$ cat config.mk
export PLATFORM = sky130hd
export DESIGN_NAME = multi_format_text_encoder_unit
export DESIGN_NICKNAME = d
export VERILOG_FILES = /design/src/sv/mfte_pkg.sv /design/src/sv/mfte_front.sv /design/src/sv/mfte_queue.sv /design/src/sv/mfte_back.sv /design/src/sv/multi_format_text_encoder_unit.sv
export SDC_FILE = /design/constraint.sdc
export NUM_CORES = 1
export LEC_CHECK = 0
export BUFFER_PORTS_ARGS = -buffer_cell sky130_fd_sc_hd__buf_2
export CAP_MARGIN = 20
export CORE_ASPECT_RATIO = 1.5
export CORE_MARGIN = 1.5
export CORE_UTILIZATION = 45
export CTS_CLUSTER_DIAMETER = 120
export DETAILED_ROUTE_END_ITERATION = 8
export PLACE_DENSITY = 0.62
export SETUP_SLACK_MARGIN = 0.3
export SYNTH_ARGS = -nofsm -noshare
export SYNTH_HDL_FRONTEND = slang
export SYNTH_SLANG_ARGS = --single-unit
$ cat constraint.sdc
create_clock -name clk_i -period 6.45 [get_ports clk_i]
set_clock_uncertainty 0.2 [all_clocks]
set_input_delay 0.3225 -clock clk_i [delete_from_list [all_inputs] [get_ports clk_i]]
set_output_delay 0.3225 -clock clk_i [all_outputs]
set_load 0.01 [all_outputs]
$ cat src/sv/mfte_pkg.sv
// ----------------------------------------------------------------------------
// mfte_pkg
// Types, constants and character functions of the multi-format text encoder.
// ----------------------------------------------------------------------------
package mfte_pkg;

  typedef enum logic [2:0] {
    FMT_RAW     = 3'd0,
    FMT_PERCENT = 3'd1,
    FMT_BASE64  = 3'd2,
    FMT_HEX     = 3'd3,
    FMT_FRAMED  = 3'd4,
    FMT_IGNORE  = 3'd5
  } fmt_e;

  localparam logic CFG_FORMAT    = 1'b0;
  localparam logic CFG_HEX_UPPER = 1'b1;

  localparam int unsigned CNT_W       = 17;
  localparam int unsigned QUEUE_DEPTH = 2;
  localparam int unsigned MAX_CHARS   = 4;

  localparam logic [7:0] CH_STX     = 8'h02;
  localparam logic [7:0] CH_ETX     = 8'h03;
  localparam logic [7:0] CH_PERCENT = 8'h25;
  localparam logic [7:0] CH_EQUAL   = 8'h3d;
  localparam logic [7:0] CH_TILDE   = 8'h7e;
  localparam logic [7:0] CH_APOS    = 8'h27;

  typedef struct packed {
    logic [MAX_CHARS-1:0][7:0] chars;
    logic [2:0]                num;
    logic                      last;
  } entry_t;

  function automatic logic [7:0] nibble_char(input logic [3:0] n, input logic upper);
    logic [7:0] adj;
    adj = 8'h00;
    if (n > 4'd9) begin
      adj = upper ? 8'h07 : 8'h27;
    end
    return {4'h0, n} + 8'h30 + adj;
  endfunction

  function automatic logic [7:0] b64_char(input logic [5:0] n);
    logic [7:0] c;
    if (n < 6'd26) begin
      c = {2'b00, n} + 8'h41;
    end else if (n < 6'd52) begin
      c = {2'b00, n} - 8'd26 + 8'h61;
    end else if (n < 6'd62) begin
      c = {2'b00, n} - 8'd52 + 8'h30;
    end else if (n == 6'd62) begin
      c = 8'h2b;
    end else begin
      c = 8'h2f;
    end
    return c;
  endfunction

  function automatic logic percent_kept(input logic [7:0] c);
    logic k;
    k = (c >= 8'h30 && c <= 8'h39) || (c >= 8'h41 && c <= 8'h5a) ||
        (c >= 8'h61 && c <= 8'h7a) || c == 8'h2d || c == 8'h5f ||
        c == 8'h2e || c == CH_TILDE || c == 8'h21 || c == 8'h28 ||
        c == 8'h29 || c == 8'h2a || c == CH_APOS;
    return k;
  endfunction

endpackage

$ cat src/sv/mfte_front.sv
// ----------------------------------------------------------------------------
// mfte_front
// Accepts message bytes and turns each into a group of up to four characters.
// ----------------------------------------------------------------------------
module mfte_front (
  input  logic                 clk_i,
  input  logic                 rst_ni,
  input  mfte_pkg::fmt_e       fmt_i,
  input  logic                 hex_upper_i,
  input  logic                 in_valid_i,
  output logic                 in_ready_o,
  input  logic [7:0]           in_byte_i,
  input  logic                 in_last_i,
  input  logic                 q_full_i,
  output logic                 q_push_o,
  output mfte_pkg::entry_t     q_entry_o
);

  logic [3:0] lo_bits_q, lo_bits_d;
  logic [2:0] lo_cnt_q, lo_cnt_d;
  logic       start_q, start_d;
  logic       accept;
  logic [3:0] b64_bits;
  logic [2:0] b64_cnt;
  mfte_pkg::entry_t ent;

  assign in_ready_o = !q_full_i;
  assign accept     = in_valid_i && !q_full_i;

  always_comb begin
    ent       = '0;
    ent.last  = in_last_i;
    b64_bits  = 4'h0;
    b64_cnt   = 3'd0;
    case (fmt_i)
      mfte_pkg::FMT_PERCENT: begin
        if (mfte_pkg::percent_kept(in_byte_i)) begin
          ent.chars[0] = in_byte_i;
          ent.num      = 3'd1;
        end else begin
          ent.chars[0] = mfte_pkg::CH_PERCENT;
          ent.chars[1] = mfte_pkg::nibble_char(in_byte_i[7:4], hex_upper_i);
          ent.chars[2] = mfte_pkg::nibble_char(in_byte_i[3:0], hex_upper_i);
          ent.num      = 3'd3;
        end
      end
      mfte_pkg::FMT_BASE64: begin
        case (lo_cnt_q)
          3'd0: begin
            ent.chars[0] = mfte_pkg::b64_char(in_byte_i[7:2]);
            b64_bits     = {2'b00, in_byte_i[1:0]};
            b64_cnt      = 3'd2;
            if (in_last_i) begin
              ent.chars[1] = mfte_pkg::b64_char({in_byte_i[1:0], 4'h0});
              ent.chars[2] = mfte_pkg::CH_EQUAL;
              ent.chars[3] = mfte_pkg::CH_EQUAL;
              ent.num      = 3'd4;
            end else begin
              ent.num      = 3'd1;
            end
          end
          3'd2: begin
            ent.chars[0] = mfte_pkg::b64_char({lo_bits_q[1:0], in_byte_i[7:4]});
            b64_bits     = in_byte_i[3:0];
            b64_cnt      = 3'd4;
            if (in_last_i) begin
              ent.chars[1] = mfte_pkg::b64_char({in_byte_i[3:0], 2'b00});
              ent.chars[2] = mfte_pkg::CH_EQUAL;
              ent.num      = 3'd3;
            end else begin
              ent.num      = 3'd1;
            end
          end
          default: begin
            ent.chars[0] = mfte_pkg::b64_char({lo_bits_q, in_byte_i[7:6]});
            ent.chars[1] = mfte_pkg::b64_char(in_byte_i[5:0]);
            ent.num      = 3'd2;
          end
        endcase
      end
      mfte_pkg::FMT_HEX: begin
        ent.chars[0] = mfte_pkg::nibble_char(in_byte_i[7:4], hex_upper_i);
        ent.chars[1] = mfte_pkg::nibble_char(in_byte_i[3:0], hex_upper_i);
        ent.num      = 3'd2;
      end
      mfte_pkg::FMT_FRAMED: begin
        if (start_q) begin
          ent.chars[0] = mfte_pkg::CH_STX;
          ent.chars[1] = in_byte_i;
          ent.chars[2] = mfte_pkg::CH_ETX;
          ent.num      = in_last_i ? 3'd3 : 3'd2;
        end else begin
          ent.chars[0] = in_byte_i;
          ent.chars[1] = mfte_pkg::CH_ETX;
          ent.num      = in_last_i ? 3'd2 : 3'd1;
        end
      end
      mfte_pkg::FMT_IGNORE: begin
        ent.num = 3'd0;
      end
      default: begin
        ent.chars[0] = in_byte_i;
        ent.num      = 3'd1;
      end
    endcase
  end

  always_comb begin
    lo_bits_d = lo_bits_q;
    lo_cnt_d  = lo_cnt_q;
    start_d   = start_q;
    if (accept) begin
      if (in_last_i) begin
        lo_bits_d = 4'h0;
        lo_cnt_d  = 3'd0;
        start_d   = 1'b1;
      end else begin
        start_d = 1'b0;
        if (fmt_i == mfte_pkg::FMT_BASE64) begin
          lo_bits_d = b64_bits;
          lo_cnt_d  = b64_cnt;
        end
      end
    end
  end

  always_ff @(posedge clk_i or negedge rst_ni) begin
    if (!rst_ni) begin
      lo_bits_q <= 4'h0;
      lo_cnt_q  <= 3'd0;
      start_q   <= 1'b1;
    end else begin
      lo_bits_q <= lo_bits_d;
      lo_cnt_q  <= lo_cnt_d;
      start_q   <= start_d;
    end
  end

  assign q_push_o  = accept && (ent.num != 3'd0 || in_last_i);
  assign q_entry_o = ent;

endmodule

$ cat src/sv/mfte_queue.sv
// ----------------------------------------------------------------------------
// mfte_queue
// Short FIFO of character groups between the front and the back.
// ----------------------------------------------------------------------------
module mfte_queue (
  input  logic             clk_i,
  input  logic             rst_ni,
  input  logic             push_i,
  input  mfte_pkg::entry_t push_entry_i,
  output logic             full_o,
  input  logic             pop_i,
  output mfte_pkg::entry_t head_o,
  output logic             empty_o
);

  localparam int unsigned PtrW = $clog2(mfte_pkg::QUEUE_DEPTH);
  localparam int unsigned CntW = $clog2(mfte_pkg::QUEUE_DEPTH + 1);

  mfte_pkg::entry_t slots_q [mfte_pkg::QUEUE_DEPTH];
  logic [PtrW-1:0]  wr_ptr_q, wr_ptr_d;
  logic [PtrW-1:0]  rd_ptr_q, rd_ptr_d;
  logic [CntW-1:0]  fill_q, fill_d;
  logic             do_push, do_pop;

  assign full_o  = (fill_q == CntW'(mfte_pkg::QUEUE_DEPTH));
  assign empty_o = (fill_q == '0);
  assign do_push = push_i && !full_o;
  assign do_pop  = pop_i && !empty_o;
  assign head_o  = slots_q[rd_ptr_q];

  always_comb begin
    wr_ptr_d = wr_ptr_q;
    rd_ptr_d = rd_ptr_q;
    fill_d   = fill_q;
    if (do_push) begin
      wr_ptr_d = (wr_ptr_q == PtrW'(mfte_pkg::QUEUE_DEPTH - 1)) ? '0 : wr_ptr_q + 1'b1;
    end
    if (do_pop) begin
      rd_ptr_d = (rd_ptr_q == PtrW'(mfte_pkg::QUEUE_DEPTH - 1)) ? '0 : rd_ptr_q + 1'b1;
    end
    if (do_push && !do_pop) begin
      fill_d = fill_q + 1'b1;
    end else if (do_pop && !do_push) begin
      fill_d = fill_q - 1'b1;
    end
  end

  always_ff @(posedge clk_i or negedge rst_ni) begin
    if (!rst_ni) begin
      wr_ptr_q <= '0;
      rd_ptr_q <= '0;
      fill_q   <= '0;
    end else begin
      wr_ptr_q <= wr_ptr_d;
      rd_ptr_q <= rd_ptr_d;
      fill_q   <= fill_d;
    end
  end

  always_ff @(posedge clk_i) begin
    if (do_push) begin
      slots_q[wr_ptr_q] <= push_entry_i;
    end
  end

endmodule

$ cat src/sv/mfte_back.sv
// ----------------------------------------------------------------------------
// mfte_back
// Sends the queued characters one per cycle while the output is ready and keeps the character count of each message.
// ----------------------------------------------------------------------------
module mfte_back #(
  parameter logic [mfte_pkg::CNT_W-1:0] CountCap = 17'd98301
) (
  input  logic                        clk_i,
  input  logic                        rst_ni,
  input  mfte_pkg::entry_t            head_i,
  input  logic                        empty_i,
  output logic                        pop_o,
  output logic                        out_valid_o,
  input  logic                        out_ready_i,
  output logic [7:0]                  out_char_o,
  output logic                        out_last_o,
  output logic [mfte_pkg::CNT_W-1:0]  out_total_o
);

  logic [1:0]                 idx_q, idx_d;
  logic [mfte_pkg::CNT_W-1:0] total_q, total_d;
  logic                       valid_q, valid_d;
  logic                       last_q, last_d;
  logic [7:0]                 char_q, char_d;
  logic [mfte_pkg::CNT_W-1:0] tot_out_q, tot_out_d;
  logic [mfte_pkg::CNT_W-1:0] inc;
  logic                       load, is_final;

  assign load     = !valid_q || out_ready_i;
  assign inc      = (total_q < CountCap) ? total_q + 1'b1 : total_q;
  assign is_final = ({1'b0, idx_q} + 3'd1 == head_i.num);

  always_comb begin
    pop_o     = 1'b0;
    idx_d     = idx_q;
    total_d   = total_q;
    valid_d   = valid_q && !out_ready_i;
    last_d    = last_q;
    char_d    = char_q;
    tot_out_d = tot_out_q;
    if (!empty_i && load) begin
      if (head_i.num == 3'd0) begin
        pop_o   = 1'b1;
        total_d = '0;
      end else begin
        valid_d   = 1'b1;
        char_d    = head_i.chars[idx_q];
        last_d    = is_final && head_i.last;
        tot_out_d = (is_final && head_i.last) ? inc : '0;
        if (is_final) begin
          pop_o   = 1'b1;
          idx_d   = 2'd0;
          total_d = head_i.last ? '0 : inc;
        end else begin
          idx_d   = idx_q + 2'd1;
          total_d = inc;
        end
      end
    end
  end

  always_ff @(posedge clk_i or negedge rst_ni) begin
    if (!rst_ni) begin
      idx_q   <= 2'd0;
      total_q <= '0;
      valid_q <= 1'b0;
      last_q  <= 1'b0;
    end else begin
      idx_q   <= idx_d;
      total_q <= total_d;
      valid_q <= valid_d;
      last_q  <= last_d;
    end
  end

  always_ff @(posedge clk_i) begin
    char_q    <= char_d;
    tot_out_q <= tot_out_d;
  end

  assign out_valid_o = valid_q;
  assign out_char_o  = char_q;
  assign out_last_o  = last_q;
  assign out_total_o = tot_out_q;

endmodule

$ cat src/sv/multi_format_text_encoder_unit.sv
// ----------------------------------------------------------------------------
// multi_format_text_encoder_unit
// Byte stream to raw, percent, base64, hex, STX/ETX framed or no characters.
// ----------------------------------------------------------------------------
// The output sends one character per cycle while the receiver is ready, and a
// byte produces one character when raw, one to three when framed (STX before
// the first byte of a message, ETX after the last), two for hex, one or
// three for percent, one to four for base64 (up to four on a final
// byte with padding), none for ignore. The output character register is the
// limit; the input accepts one word per cycle as long as the two-entry queue
// between the encoder and the output has room. The final character of a
// message carries the character count of that message, saturating at three
// times MAX_MESSAGE_BYTES. Write the configuration only while the block is idle.
module multi_format_text_encoder_unit #(
  parameter int unsigned MAX_MESSAGE_BYTES = 32767
) (
  input  logic        clk_i,
  input  logic        rst_ni,
  input  logic        cfg_we_i,
  input  logic        cfg_addr_i,
  input  logic [2:0]  cfg_wdata_i,
  input  logic        s_axis_tvalid_i,
  output logic        s_axis_tready_o,
  input  logic [7:0]  s_axis_tdata_i,   // [7:0] data_byte
  input  logic        s_axis_tlast_i,
  output logic        m_axis_tvalid_o,
  input  logic        m_axis_tready_i,
  output logic [31:0] m_axis_tdata_o,   // [7:0] out_char, [24:8] char_total
  output logic        m_axis_tlast_o
);

  localparam logic [mfte_pkg::CNT_W-1:0] CountCap =
    mfte_pkg::CNT_W'(3 * MAX_MESSAGE_BYTES);

  mfte_pkg::fmt_e             fmt_q;
  logic                       hex_upper_q;
  logic                       q_push, q_full, q_pop, q_empty;
  mfte_pkg::entry_t           q_in, q_head;
  logic [7:0]                 out_char;
  logic [mfte_pkg::CNT_W-1:0] out_total;

  always_ff @(posedge clk_i or negedge rst_ni) begin
    if (!rst_ni) begin
      fmt_q       <= mfte_pkg::FMT_RAW;
      hex_upper_q <= 1'b0;
    end else if (cfg_we_i) begin
      if (cfg_addr_i == mfte_pkg::CFG_FORMAT) begin
        fmt_q <= mfte_pkg::fmt_e'(cfg_wdata_i);
      end else if (cfg_addr_i == mfte_pkg::CFG_HEX_UPPER) begin
        hex_upper_q <= cfg_wdata_i[0];
      end
    end
  end

  mfte_front u_front (
    .clk_i       (clk_i),
    .rst_ni      (rst_ni),
    .fmt_i       (fmt_q),
    .hex_upper_i (hex_upper_q),
    .in_valid_i  (s_axis_tvalid_i),
    .in_ready_o  (s_axis_tready_o),
    .in_byte_i   (s_axis_tdata_i),
    .in_last_i   (s_axis_tlast_i),
    .q_full_i    (q_full),
    .q_push_o    (q_push),
    .q_entry_o   (q_in)
  );

  mfte_queue u_queue (
    .clk_i        (clk_i),
    .rst_ni       (rst_ni),
    .push_i       (q_push),
    .push_entry_i (q_in),
    .full_o       (q_full),
    .pop_i        (q_pop),
    .head_o       (q_head),
    .empty_o      (q_empty)
  );

  mfte_back #(
    .CountCap (CountCap)
  ) u_back (
    .clk_i       (clk_i),
    .rst_ni      (rst_ni),
    .head_i      (q_head),
    .empty_i     (q_empty),
    .pop_o       (q_pop),
    .out_valid_o (m_axis_tvalid_o),
    .out_ready_i (m_axis_tready_i),
    .out_char_o  (out_char),
    .out_last_o  (m_axis_tlast_o),
    .out_total_o (out_total)
  );

  assign m_axis_tdata_o = {7'b0, out_total, out_char};

endmodule

**Word level (Yosys, flattened, before mapping)**

Memory sizes are Yosys's and may differ from the RTL's.
Index checks and enable logic that the tools add are counted.

- $add $sub $neg: 43
- Multiply operators: 0
- Divide/modulo/power cells: 0
- $lt $le $gt $ge: 28
- Equality and inequality tests: 21
- Shift-type cells: 0
- Multiplexer cells: 74
- Bitwise operators: 2
- Reduce and logical (&&, ||, !) cells: 41

Operators by type and width:

| cell | number |
|---|---|
| 2-to-1 mux 8 bit | 27 |
| less-than comparator 6 bit, second input constant | 12 |
| 2-to-1 mux 17 bit | 4 |
| equality test 8 x 6 -> 1 bit, second input constant | 7 |
| adder 6 x 7 -> 8 bit, second input constant | 6 |
| adder 8 x 6 -> 8 bit, second input constant | 6 |
| adder 8 x 7 -> 8 bit, second input constant | 6 |
| subtractor 6 x 5 -> 7 bit, second input constant | 6 |
| subtractor 6 x 6 -> 7 bit, second input constant | 6 |
| case mux 8 bit (5 select lines) | 1 |
| case mux 19 bit (2 select lines) | 1 |
| less-than comparator 6 x 5 -> 1 bit, second input constant | 6 |
| adder 8 bit | 4 |
| case mux 8 bit (4 select lines) | 1 |
| equality test 6 bit, second input constant | 4 |
| case mux 8 bit (3 select lines) | 1 |
| 2-to-1 mux 22 bit | 1 |
| 2-to-1 mux 3 bit | 7 |
| 2-to-1 mux 19 bit | 1 |
| 2-to-1 mux 6 bit | 3 |
| adder 17 x 1 -> 17 bit, second input constant | 1 |
| less-than comparator 17 bit, second input constant | 1 |
| binary-select mux 8 bit (select 2 bit) | 1 |
| equality test 8 x 7 -> 1 bit, second input constant | 2 |
| 35 further kinds | 94 |

- Register bits after elaboration: 62
- Bits in latches: 0
- RAM bits: 68
- Memory bits (read-only): 0
- Input port bits: 18
- Output and inout port bits: 35
- Word-level logic and storage cells: 224
- Memories kept: 1

Memories:

| name | words | bits a word | read ports | clocked after Yosys merged registers in | wr ports | line | text |
|---|---|---|---|---|---|---|---|
| u_queue.slots_q | 2 | 34 | 1 | 0 | 1 | mfte_queue.sv:19 | `mfte_pkg::entry_t slots_q [mfte_pkg::QUEUE_DEPTH];` |

**Depth between registers and ports, before layout**

Gate-level depths: netlist of the first run.

- Depth in word-level cells: 23
- Mapped depth: 14

**Hierarchy**

From an unflattened synthesis of the first run, not the netlist that was laid out.

- Cells, all modules: 1020
- Area total of the unflattened synthesis: 10126.0 um^2

By module, submodules not included:

| module | instances | cells each | area each (um^2) |
|---|---|---|---|
| mfte_front | 1 | 638 | 4438.0 |
| mfte_queue | 1 | 131 | 2944.1 |
| mfte_back | 1 | 233 | 2509.9 |
| multi_format_text_encoder_unit | 1 | 18 | 234.0 |

**Least setup slack after synthesis of the first run**

OpenSTA, ideal clock, no wires.

- Kind: input port to flip-flop
- From: input s_axis_tdata_i[2]
- To: memory u_queue.slots_q[0][18] (netlist name), data pin
- Setup time: 277 ps
- Data arrival time: 2840 ps
- Required time: 5973 ps
- Slack: 3133 ps
- Cell stages on the path: 12
- Buffers on the path: 1
- Cells stage by stage: buf_2 clkinv_1 ha_1 nor2b_1 o21ai_2 inv_1 ha_1 fa_1 a31oi_1 o21ai_0 a221oi_1 o211ai_1

RTL lines:

| what | line | text |
|---|---|---|
| start, declared | multi_format_text_encoder_unit.sv:24 | `input logic [7:0] s_axis_tdata_i,` |
| end, declared | mfte_queue.sv:19 |  |

==> results of run 1 <==
per-stage QoR:
stage | utilization [%] | instances | hold slack [ns] | instance area, um^2
after floorplan | - | 914 | -0.173 | 8740
after global placement | 47.5 | 1167 | 0.278 | 9060
after detailed placement | 47.5 | 1167 | 0.281 | 9060
after CTS | 50.7 | 1203 | 0.00248 | 9680
after global routing | 50.7 | 1203 | 0.0344 | 9680
final | 50.7 | 1203 | 0.0128 | 9680
critical path: cells and delay by family:
family / cells / cell delay (ns)
AOI/OAI and AO/OA: 5 / 1.21
adders and majority gates: 3 / 1.11
buffers and inverters: 3 / 1.00
and+or+nand+nor: 1 / 0.17
kinds of logic (layout without fill, tap and decap cells):
group           after synthesis  count (layout)  share of synthesized area, %
mux                          27              27                          4.34
compound gates              253             253                          19.5
other cells                   1               7                        0.0430
fa+ha+maj                    61              61                          8.93
flops                       117             117                          38.3
simple gates                285             285                          16.2
xor+xnor                     80              80                          8.21
buf+inv                      84             117                          4.47
flip-flops by register name, summed over array words and instances, names as in the netlist:
name / flops
u_back.total_q: 17
u_queue.slots_q: 56
fmt_q: 3
u_front.lo_cnt_q: 2
u_queue.rd_ptr_q: 1
u_back.out_char_o: 8
u_back.idx_q: 2
u_front.lo_bits_q: 4
u_back.out_valid_o: 1
u_queue.fill_q: 2
u_queue.wr_ptr_q: 1
u_front.start_q: 1
hex_upper_q: 1
u_back.out_total_o: 17
u_back.out_last_o: 1
Yosys cell counts, types with 22 or more instances:
| library cell | n | area share, % |
|---|---|---|
| clkbuf_1 | 23 | 0.99 |
| a21oi_1 | 57 | 3.3 |
| xnor2_1 | 49 | 4.9 |
| xor2_1 | 29 | 2.9 |
| a31oi_1 | 27 | 1.9 |
| edfxtp_1 | 81 | 28 |
| dfrtp_1 | 35 | 10 |
| nand3_1 | 22 | 1.3 |
| ha_1 | 59 | 8.5 |
| inv_1 | 25 | 1.1 |
| nand2_1 | 92 | 4.0 |
| nor2_1 | 68 | 2.9 |
| o21ai_0 | 50 | 2.9 |
worst paths after layout:
check / to / slack, ns
worst max-delay path: u_queue.slots_q[1][18]$_DFFE_PP_ / 2.55
worst min-delay path: u_back.out_valid_o$_DFF_PN0_ / 0.01
worst max register to register: u_queue.slots_q[0][10]$_DFFE_PP_ / 3.08
worst min register to register: u_back.out_last_o$_DFFE_PN0P_ / 0.29
max in group asynchronous: u_back.total_q[10]$_DFFE_PN0P_ / 5.09
min in group asynchronous: hex_upper_q$_DFFE_PN0P_ / 0.38
repair_timing:
action,in CTS,in global routing
hold endpoints to repair,39,0
hold buffers,4,0
resized for setup,0,0
routing by layer:
layer / global-route usage (%) / up-vias
li1: - / 3405
met3: 3.39 / 65
met1: 27.2 / 3388
met5: 0 / -
met2: 42.8 / 217
met4: 13.6 / 0
power groups by stage:
stage | combinational [mW] | sequential [mW] | clock, mW
floorplan | 1.06 | 1.24 | 0
global placement | 1.40 | 1.29 | 0
detailed placement | 1.41 | 1.29 | 0
CTS | 1.42 | 1.28 | 0.925
global route | 1.58 | 1.31 | 0.962
finish | 1.42 | 1.28 | 0.907
final cells by class:
class | instances | share of cell area [%]
Clock inverter | 15 | 1.60
Sequential cell | 117 | 34.4
Inverter | 28 | 1.09
Timing Repair Buffer | 57 | 3.36
Tap cell | 256 | 3.31
Clock buffer | 17 | 4.39
Multi-Input combinational cell | 713 | 51.8
==> results.txt, run 1 <==
register area share after synthesis - 38.3%
Multi-input gate area - 5020 um^2
Final nets - 1013
most frequent cells in the layout - nand2_1 (92), edfxtp_1 (81), nor2_1 (67)
Most Frequent Cell on Critical Path - ha_1
Initial Util - 45.7%
min-delay worst type - in -> reg
largest net degree at the start of global routing - 37
vias per cell - 5.88
Core Region - 19100 um^2
postcts setup bufs - 0
peak supply drop - 178 uV
met2 routed WL - 12400 um
uppermost layer routed - met4
commonest non-fill, non-tap cell in the layout - nand2_1
Worst Setup SP - s_axis_tdata_i[2]
Slew HR - 32.7%
CTS Buf Count - 17
number of flops mapped to enable cells by yosys - 81
Mapped Cells - 908
number of global-route vias before repair - 6917
synth-to-layout area growth - 11.1%
die outline width - 117 um
clock sink total - 117
iteration-0 DRC count of the detailed router - 548
drt wl/cell - 19.5 um
clock power share - 25.2%
crit path kind - in -> reg
height of the die - 173 um
setup violators final - 0
fillcell total - 1825
cell area after synthesis - 8710 um^2
antenna cells - 0
WL met3 - 807 um
status - finished clean
antenna viol nets, final - 0
sw power - 1.41 mW
Remaining Overflow, GRT - 0
critical path required time - 6.38 ns
register share of total power - 35.5%
Vias - 7075
CTS max path bufs - 2
FF+latch area - 3330 um^2
library cells used by synthesis - 86
root buffer cell - clkbuf_16
Post-DP HPWL - 17400 um
worst-path cell chain - buf_2 > clkinv_1 > ha_1 > nor2b_1 > o21ai_2 > inv_1 > ha_1 > fa_1 > a31oi_1 > o21ai_0 > a221oi_1 > o211ai_1
CP Launch Type - input port
Worst Path Max Fanout - 21
Hold Fails Final Rpt - 0
Final period util - 60.4%
post-synthesis register bit count - 117
worst skew pair latency - 0.41 ns
Worst Setup End Kind - register
Worst Hold Depth - 3
FMAX - 0.257 GHz
layout cell share with drive strength beyond 1 - 13.4%
Reg2Reg Depth - 8
Max-cap violations - 0
ys async rst share - 30.8%
Primary FF master, synth - edfxtp_1
Syn Area/Cell - 9.60 um^2
Final Max Tran Viols - 0
first-pass GRT wire length - 37500 um
RePlAce Congestion - 1.02
Critical R2R Launch - u_front.lo_bits_q[1]$_DFFE_PN0P_
Int Pwr - 2.19 mW
CP arrival - 3.83 ns
port bufs - 45
H-tree levels - 4
Critical-path top delay cell - clkinv_1
clock-pin slew on the worst setup and hold paths - 0.07 ns
Ys Warns - 0
P per Cell Area - 372 nW/um^2
Core Rows - 62
CTS tree - done
Place WS - 2.19 ns
slack of the critical path - 2.55 ns
Power Total - 3.60 mW
critical path's largest stage delay - 0.47 ns
M1 WL - 8920 um
Hold Crit Start - m_axis_tready_i
final wirelength - 23400 um
LEAKAGE - 3.78 nW
full die area - 20200 um^2
RSZ-0062 raised after global routing - false
fin crit period - 3.90 ns
GRT Total Usage - 24.1%
drt drc - 0
Tightest Pin Transition - 1.01 ns
Setup TNS - 0 ns
combinational power share - 39.3%
drt pass-1 iters - 6
switching part of the total - 39.1%
antenna violations before repair - 0
I/O Pins - 53
No activity file was read; power rests on OpenSTA's default activity.
==> inputs of run 2 (changes only) <==
==> constraint.sdc (replaced) <==
create_clock -name clk_i -period 3.8 [get_ports clk_i]
set_clock_uncertainty 0.2 [all_clocks]
set_input_delay 0.19 -clock clk_i [delete_from_list [all_inputs] [get_ports clk_i]]
set_output_delay 0.19 -clock clk_i [all_outputs]
set_load 0.01 [all_outputs]
==> results.txt, run 2 (synthesis results as in run 1) <==
FF-to-FF End - u_queue.slots_q[0][10]$_DFFE_PP_
critical path required time - 3.87 ns
vias per cell - 5.90
Core Rows - 62
CTS Buf Count - 17
largest register by flop count - u_queue.slots_q
layout cell share with drive strength beyond 1 - 15.4%
Max-cap violations - 0
min-delay worst type - in -> reg
Core Region - 19100 um^2
clock-pin slew on the worst setup and hold paths - 0.05 ns
worst hold path endpoint - u_queue.slots_q[0][19]$_DFFE_PP_
Reg2Reg Depth - 8
largest net degree at the start of global routing - 37
RePlAce Congestion - 1.01
Post-DP HPWL - 18600 um
antenna cells - 0
root buffer cell - clkbuf_16
CP arrival - 3.16 ns
height of the die - 173 um
antenna viol nets, final - 0
fin cells - 1239
crit path kind - reg -> reg
CTS max path bufs - 2
Final Max Tran Viols - 0
Worst Hold Depth - 3
P per Cell Area - 615 nW/um^2
Hold Crit Start - s_axis_tdata_i[7]
placed insts - 1194
drt pass-1 iters - 5
CP Launch Type - register
drt drc - 0
drt wl/cell - 19.9 um
Final period util - 81.1%
Slew HR - 41.6%
Setup TNS - 0 ns
final wirelength - 24600 um
setup violators final - 0
Hold Fails Final Rpt - 0
first-pass GRT wire length - 39100 um
H-tree levels - 4
commonest non-fill, non-tap cell in the layout - nand2_1
Tightest Pin Transition - 0.876 ns
Worst Path Max Fanout - 9
RSZ-0062 raised after global routing - false
peak supply drop - 322 uV
port bufs - 45
FMAX - 0.325 GHz
clock sink total - 117
CTS tree - done
Hold Slack - 0.141 ns
worst skew pair latency - 0.41 ns
Power Total - 6.11 mW
most frequent cells in the layout - nand2_1 (92), edfxtp_1 (81), nor2_1 (67)
antenna violations before repair - 0
I/O Pins - 53
Remaining Overflow, GRT - 0
synth-to-layout area growth - 14.0%
reg-to-reg slack, setup - 0.72 ns
LEAKAGE - 3.93 nW
max reg flops - 56
iteration-0 DRC count of the detailed router - 783
fin crit period - 3.08 ns
Worst Setup End Kind - register
die outline width - 117 um
Critical R2R Launch - u_front.lo_bits_q[0]$_DFFE_PN0P_
full die area - 20200 um^2
Final nets - 1049
number of global-route vias before repair - 7316
status - finished clean
Initial Util - 45.7%
Vias - 7315
GRT Total Usage - 25.3%
## run 2: critical path, stage by stage, from the launching register on
cell and delay [ns]:
dfrtp_1 0.57, inv_1 0.18, ha_1 0.23, a21oi_1 0.41, mux2_2 0.39, a211oi_1 0.25
a211oi_1 0.11, a311oi_1 0.39, a221o_2 0.20
## run 2: cell type report
cell class | count | area [um^2]
Clock buffer | 18 | 429
Clock inverter | 14 | 115
Inverter | 28 | 105
Sequential cell | 117 | 3330
Timing Repair Buffer | 93 | 618
Fill cell | 1772 | 9150
Tap cell | 256 | 320
Multi-Input combinational cell | 713 | 5020
## run 2: stage by stage
stage	cell area, um^2	setup slack [ns]	util [%]
after global routing	9940	0.498	52.1
after global placement	9260	0.396	48.5
final	9940	0.719	52.1
after floorplan	8740	0.615	-
after detailed placement	9260	0.350	48.5
after CTS	9940	0.757	52.1
## run 2: metal layers
layer  GRT usage [%]  up-vias  wire (um)  share of wire [%]
met5               0        -          0                  0
met4            15.7        0       1540                6.2
met3            3.60       69       1020                4.2
met2            45.9      261      13000                 53
met1            26.9     3498       9070                 37
li1                -     3487          -                  -
## run 2: worst max path at each step
stage,startpoint,end,depth (start not counted)
3_5_place_dp,s_axis_tdata_i[4],u_queue.slots_q[1][10]$_DFFE_PP_,11
6_report,u_front.lo_bits_q[0]$_DFFE_PN0P_,u_queue.slots_q[0][10]$_DFFE_PP_,8
2_1_floorplan,s_axis_tdata_i[2],u_queue.slots_q[0][18]$_DFFE_PP_,12
4_1_cts,u_front.lo_bits_q[0]$_DFFE_PN0P_,u_queue.slots_q[0][10]$_DFFE_PP_,8
3_3_place_gp,s_axis_tdata_i[4],u_queue.slots_q[0][10]$_DFFE_PP_,11
5_1_grt,s_axis_tdata_i[4],u_queue.slots_q[1][9]$_DFFE_PP_,13
## run 2: power breakdown
part / leakage [nW] / total [mW] / internal [mW] / switching, mW
logic: 2.43 / 2.52 / 0.993 / 1.53
registers: 1.25 / 2.15 / 1.87 / 0.280
clock network: 0.249 / 1.44 / 0.888 / 0.552
## run 2: timing repair
action                     4_1_cts  5_1_grt
hold buffers                    13        0
setup endpoints to repair        0        0
hold endpoints to repair        42        0
setup buffers                    0        0
gates resized for setup          0        0
==> inputs of run 3 (changes only) <==
==> constraint.sdc (replaced) <==
create_clock -name clk_i -period 3.2 [get_ports clk_i]
set_clock_uncertainty 0.2 [all_clocks]
set_input_delay 0.16 -clock clk_i [delete_from_list [all_inputs] [get_ports clk_i]]
set_output_delay 0.16 -clock clk_i [all_outputs]
set_load 0.01 [all_outputs]
==> results.txt, run 3 (synthesis results as in run 1) <==
vias per cell - 5.77
CTS max path bufs - 2
final wirelength - 23900 um
Reg2Reg Depth - 10
Vias - 7272
commonest non-fill, non-tap cell in the layout - nand2_1
Setup crit end - u_queue.slots_q[0][10]$_DFFE_PP_
die outline width - 117 um
switching part of the total - 38.8%
clock-pin slew on the worst setup and hold paths - 0.06 ns
Worst Path Max Fanout - 6
Critical R2R Launch - u_front.lo_bits_q[0]$_DFFE_PN0P_
antenna viol nets, final - 0
first-pass GRT wire length - 37800 um
Setup TNS - 0 ns
Tightest Pin Transition - 0.888 ns
Hold Fails Final Rpt - 0
Final period util - 85.0%
number of global-route vias before repair - 7334
synth-to-layout area growth - 16.8%
combinational power share - 42.7%
CTS Buf Count - 17
GRT Total Usage - 24.4%
FF-to-FF End - u_queue.slots_q[0][10]$_DFFE_PP_
Place WS - 0.0981 ns
H-tree levels - 4
Core Rows - 62
peak supply drop - 340 uV
Worst Setup SP - u_front.lo_bits_q[0]$_DFFE_PN0P_
Critical-path top delay cell - dfrtp_2
Slew HR - 40.8%
largest net degree at the start of global routing - 37
Remaining Overflow, GRT - 0
max reg flops - 56
FMAX - 0.367 GHz
register share of total power - 33.7%
Max-cap violations - 0
Final nets - 1071
Area after DPL - 9430 um^2
layout cell share with drive strength beyond 1 - 18.8%
drt drc - 0
CP Buf/Inv Count - 2
antenna violations before repair - 0
final instance area - 10200 um^2
worst skew pair latency - 0.41 ns
RSZ-0062 raised after global routing - false
CP arrival - 2.68 ns
fin crit period - 2.72 ns
worst-path cell chain - inv_2 > ha_1 > a21oi_4 > or3b_2 > a21oi_1 > a211oi_1 > a211oi_1 > buf_4 > a311oi_1 > a221o_2
min-delay worst type - in -> reg
largest register by flop count - u_queue.slots_q
critical path required time - 3.16 ns
Core Region - 19100 um^2
full die area - 20200 um^2
most frequent cells in the layout - nand2_1 (92), edfxtp_1 (81), nor2_1 (67)
setup violators final - 0
Worst Setup End Kind - register
LEAKAGE - 4.06 nW
clock power share - 23.6%
P per Cell Area - 726 nW/um^2
crit path kind - reg -> reg
Hold Slack - 0.104 ns
Post-DP HPWL - 18400 um
I/O Pins - 53
sw power - 2.87 mW
Int Pwr - 4.52 mW
Final Max Tran Viols - 0
cell family with most CP delay - compound AO/OA/AOI/OAI gates
antenna cells - 0
critical path's largest stage delay - 0.47 ns
slack of the critical path - 0.479 ns
port bufs - 45
status - finished clean
RePlAce Congestion - 0.998
drt pass-1 iters - 5
Power Total - 7.39 mW
clock sink total - 117
root buffer cell - clkbuf_16
Initial Util - 45.7%
CP Launch Type - register
drt wl/cell - 19.0 um
Most Frequent Cell on Critical Path - a211oi_1
CTS tree - done
reg-to-reg slack, setup - 0.48 ns
iteration-0 DRC count of the detailed router - 492
Crit path depth - 10
height of the die - 173 um
==> run 3: cell types whose count changed in the layout (fill, tap and decap cells not counted), moves of 2 or more <==
cell | previous run | this run
buf_4 | 35 | 56
clkinv_1 | 3 | 0
clkinv_2 | 3 | 0
clkinv_4 | 2 | 7
clkinvlp_4 | 6 | 3
inv_1 | 25 | 20
inv_2 | 2 | 6
inv_6 | 0 | 4
o21ai_0 | 50 | 48
==> run 3: power groups by stage <==
stage	Combinational, mW	Clock (mW)	Sequential [mW]
after global placement	3.05	0	2.52
after CTS	3.11	1.77	2.50
after global routing	3.48	1.83	2.56
after detailed placement	3.08	0	2.52
after floorplan	2.15	0	2.50
final	3.16	1.74	2.49
==> run 3: tightest hold or removal path, stage by stage <==
cell and delay [ns]:
buf_2 0.18, a22oi_1 0.17, o21ai_0 0.14
==> run 3: worst min-delay path by stage <==
stage / startpoint / endpoint / slack [ns] / cells past startpoint
after floorplan: rst_ni / fmt_q[0]$_DFFE_PN0P_ / -0.34 / 0
after global placement: rst_ni / u_back.out_valid_o$_DFF_PN0_ / 0.14 / 1
after detailed placement: rst_ni / u_back.out_valid_o$_DFF_PN0_ / 0.14 / 1
after CTS: s_axis_tdata_i[1] / u_front.lo_bits_q[1]$_DFFE_PN0P_ / 0.09 / 3
after global routing: s_axis_tdata_i[0] / u_front.lo_bits_q[0]$_DFFE_PN0P_ / 0.11 / 3
final: s_axis_tdata_i[1] / u_front.lo_bits_q[1]$_DFFE_PN0P_ / 0.10 / 3
==> run 3: repair_timing <==
item | 4_1_cts | 5_1_grt
buffers inserted | 0 | 1
gates resized for setup | 2 | 6
endpoints found under the hold margin | 47 | 0
setup endpoints to repair | 4 | 30
hold buffers | 13 | 0
==> run 3: per-stage QoR <==
stage | util, % | instances
finish | 53.3 | 1261
global route | 53.3 | 1261
CTS | 53.1 | 1260
detailed placement | 49.4 | 1215
global placement | 49.4 | 1215
floorplan | - | 914
==> run 3: cell type report <==
cell class | count | area (um^2)
Fill cell | 1773 | 8910
Inverter | 28 | 113
Sequential cell | 117 | 3340
Clock buffer | 18 | 439
Timing Repair Buffer | 115 | 796
Multi-Input combinational cell | 713 | 5050
Tap cell | 256 | 320
Clock inverter | 14 | 121
==> run 3: layer usage <==
metal	vias to the layer above	wire length [um]	track usage [%]
li1	3521	-	-
met1	3448	8830	26.0
met2	225	12800	44.5
met3	78	938	2.94
met4	0	1400	14.8
met5	-	0	0
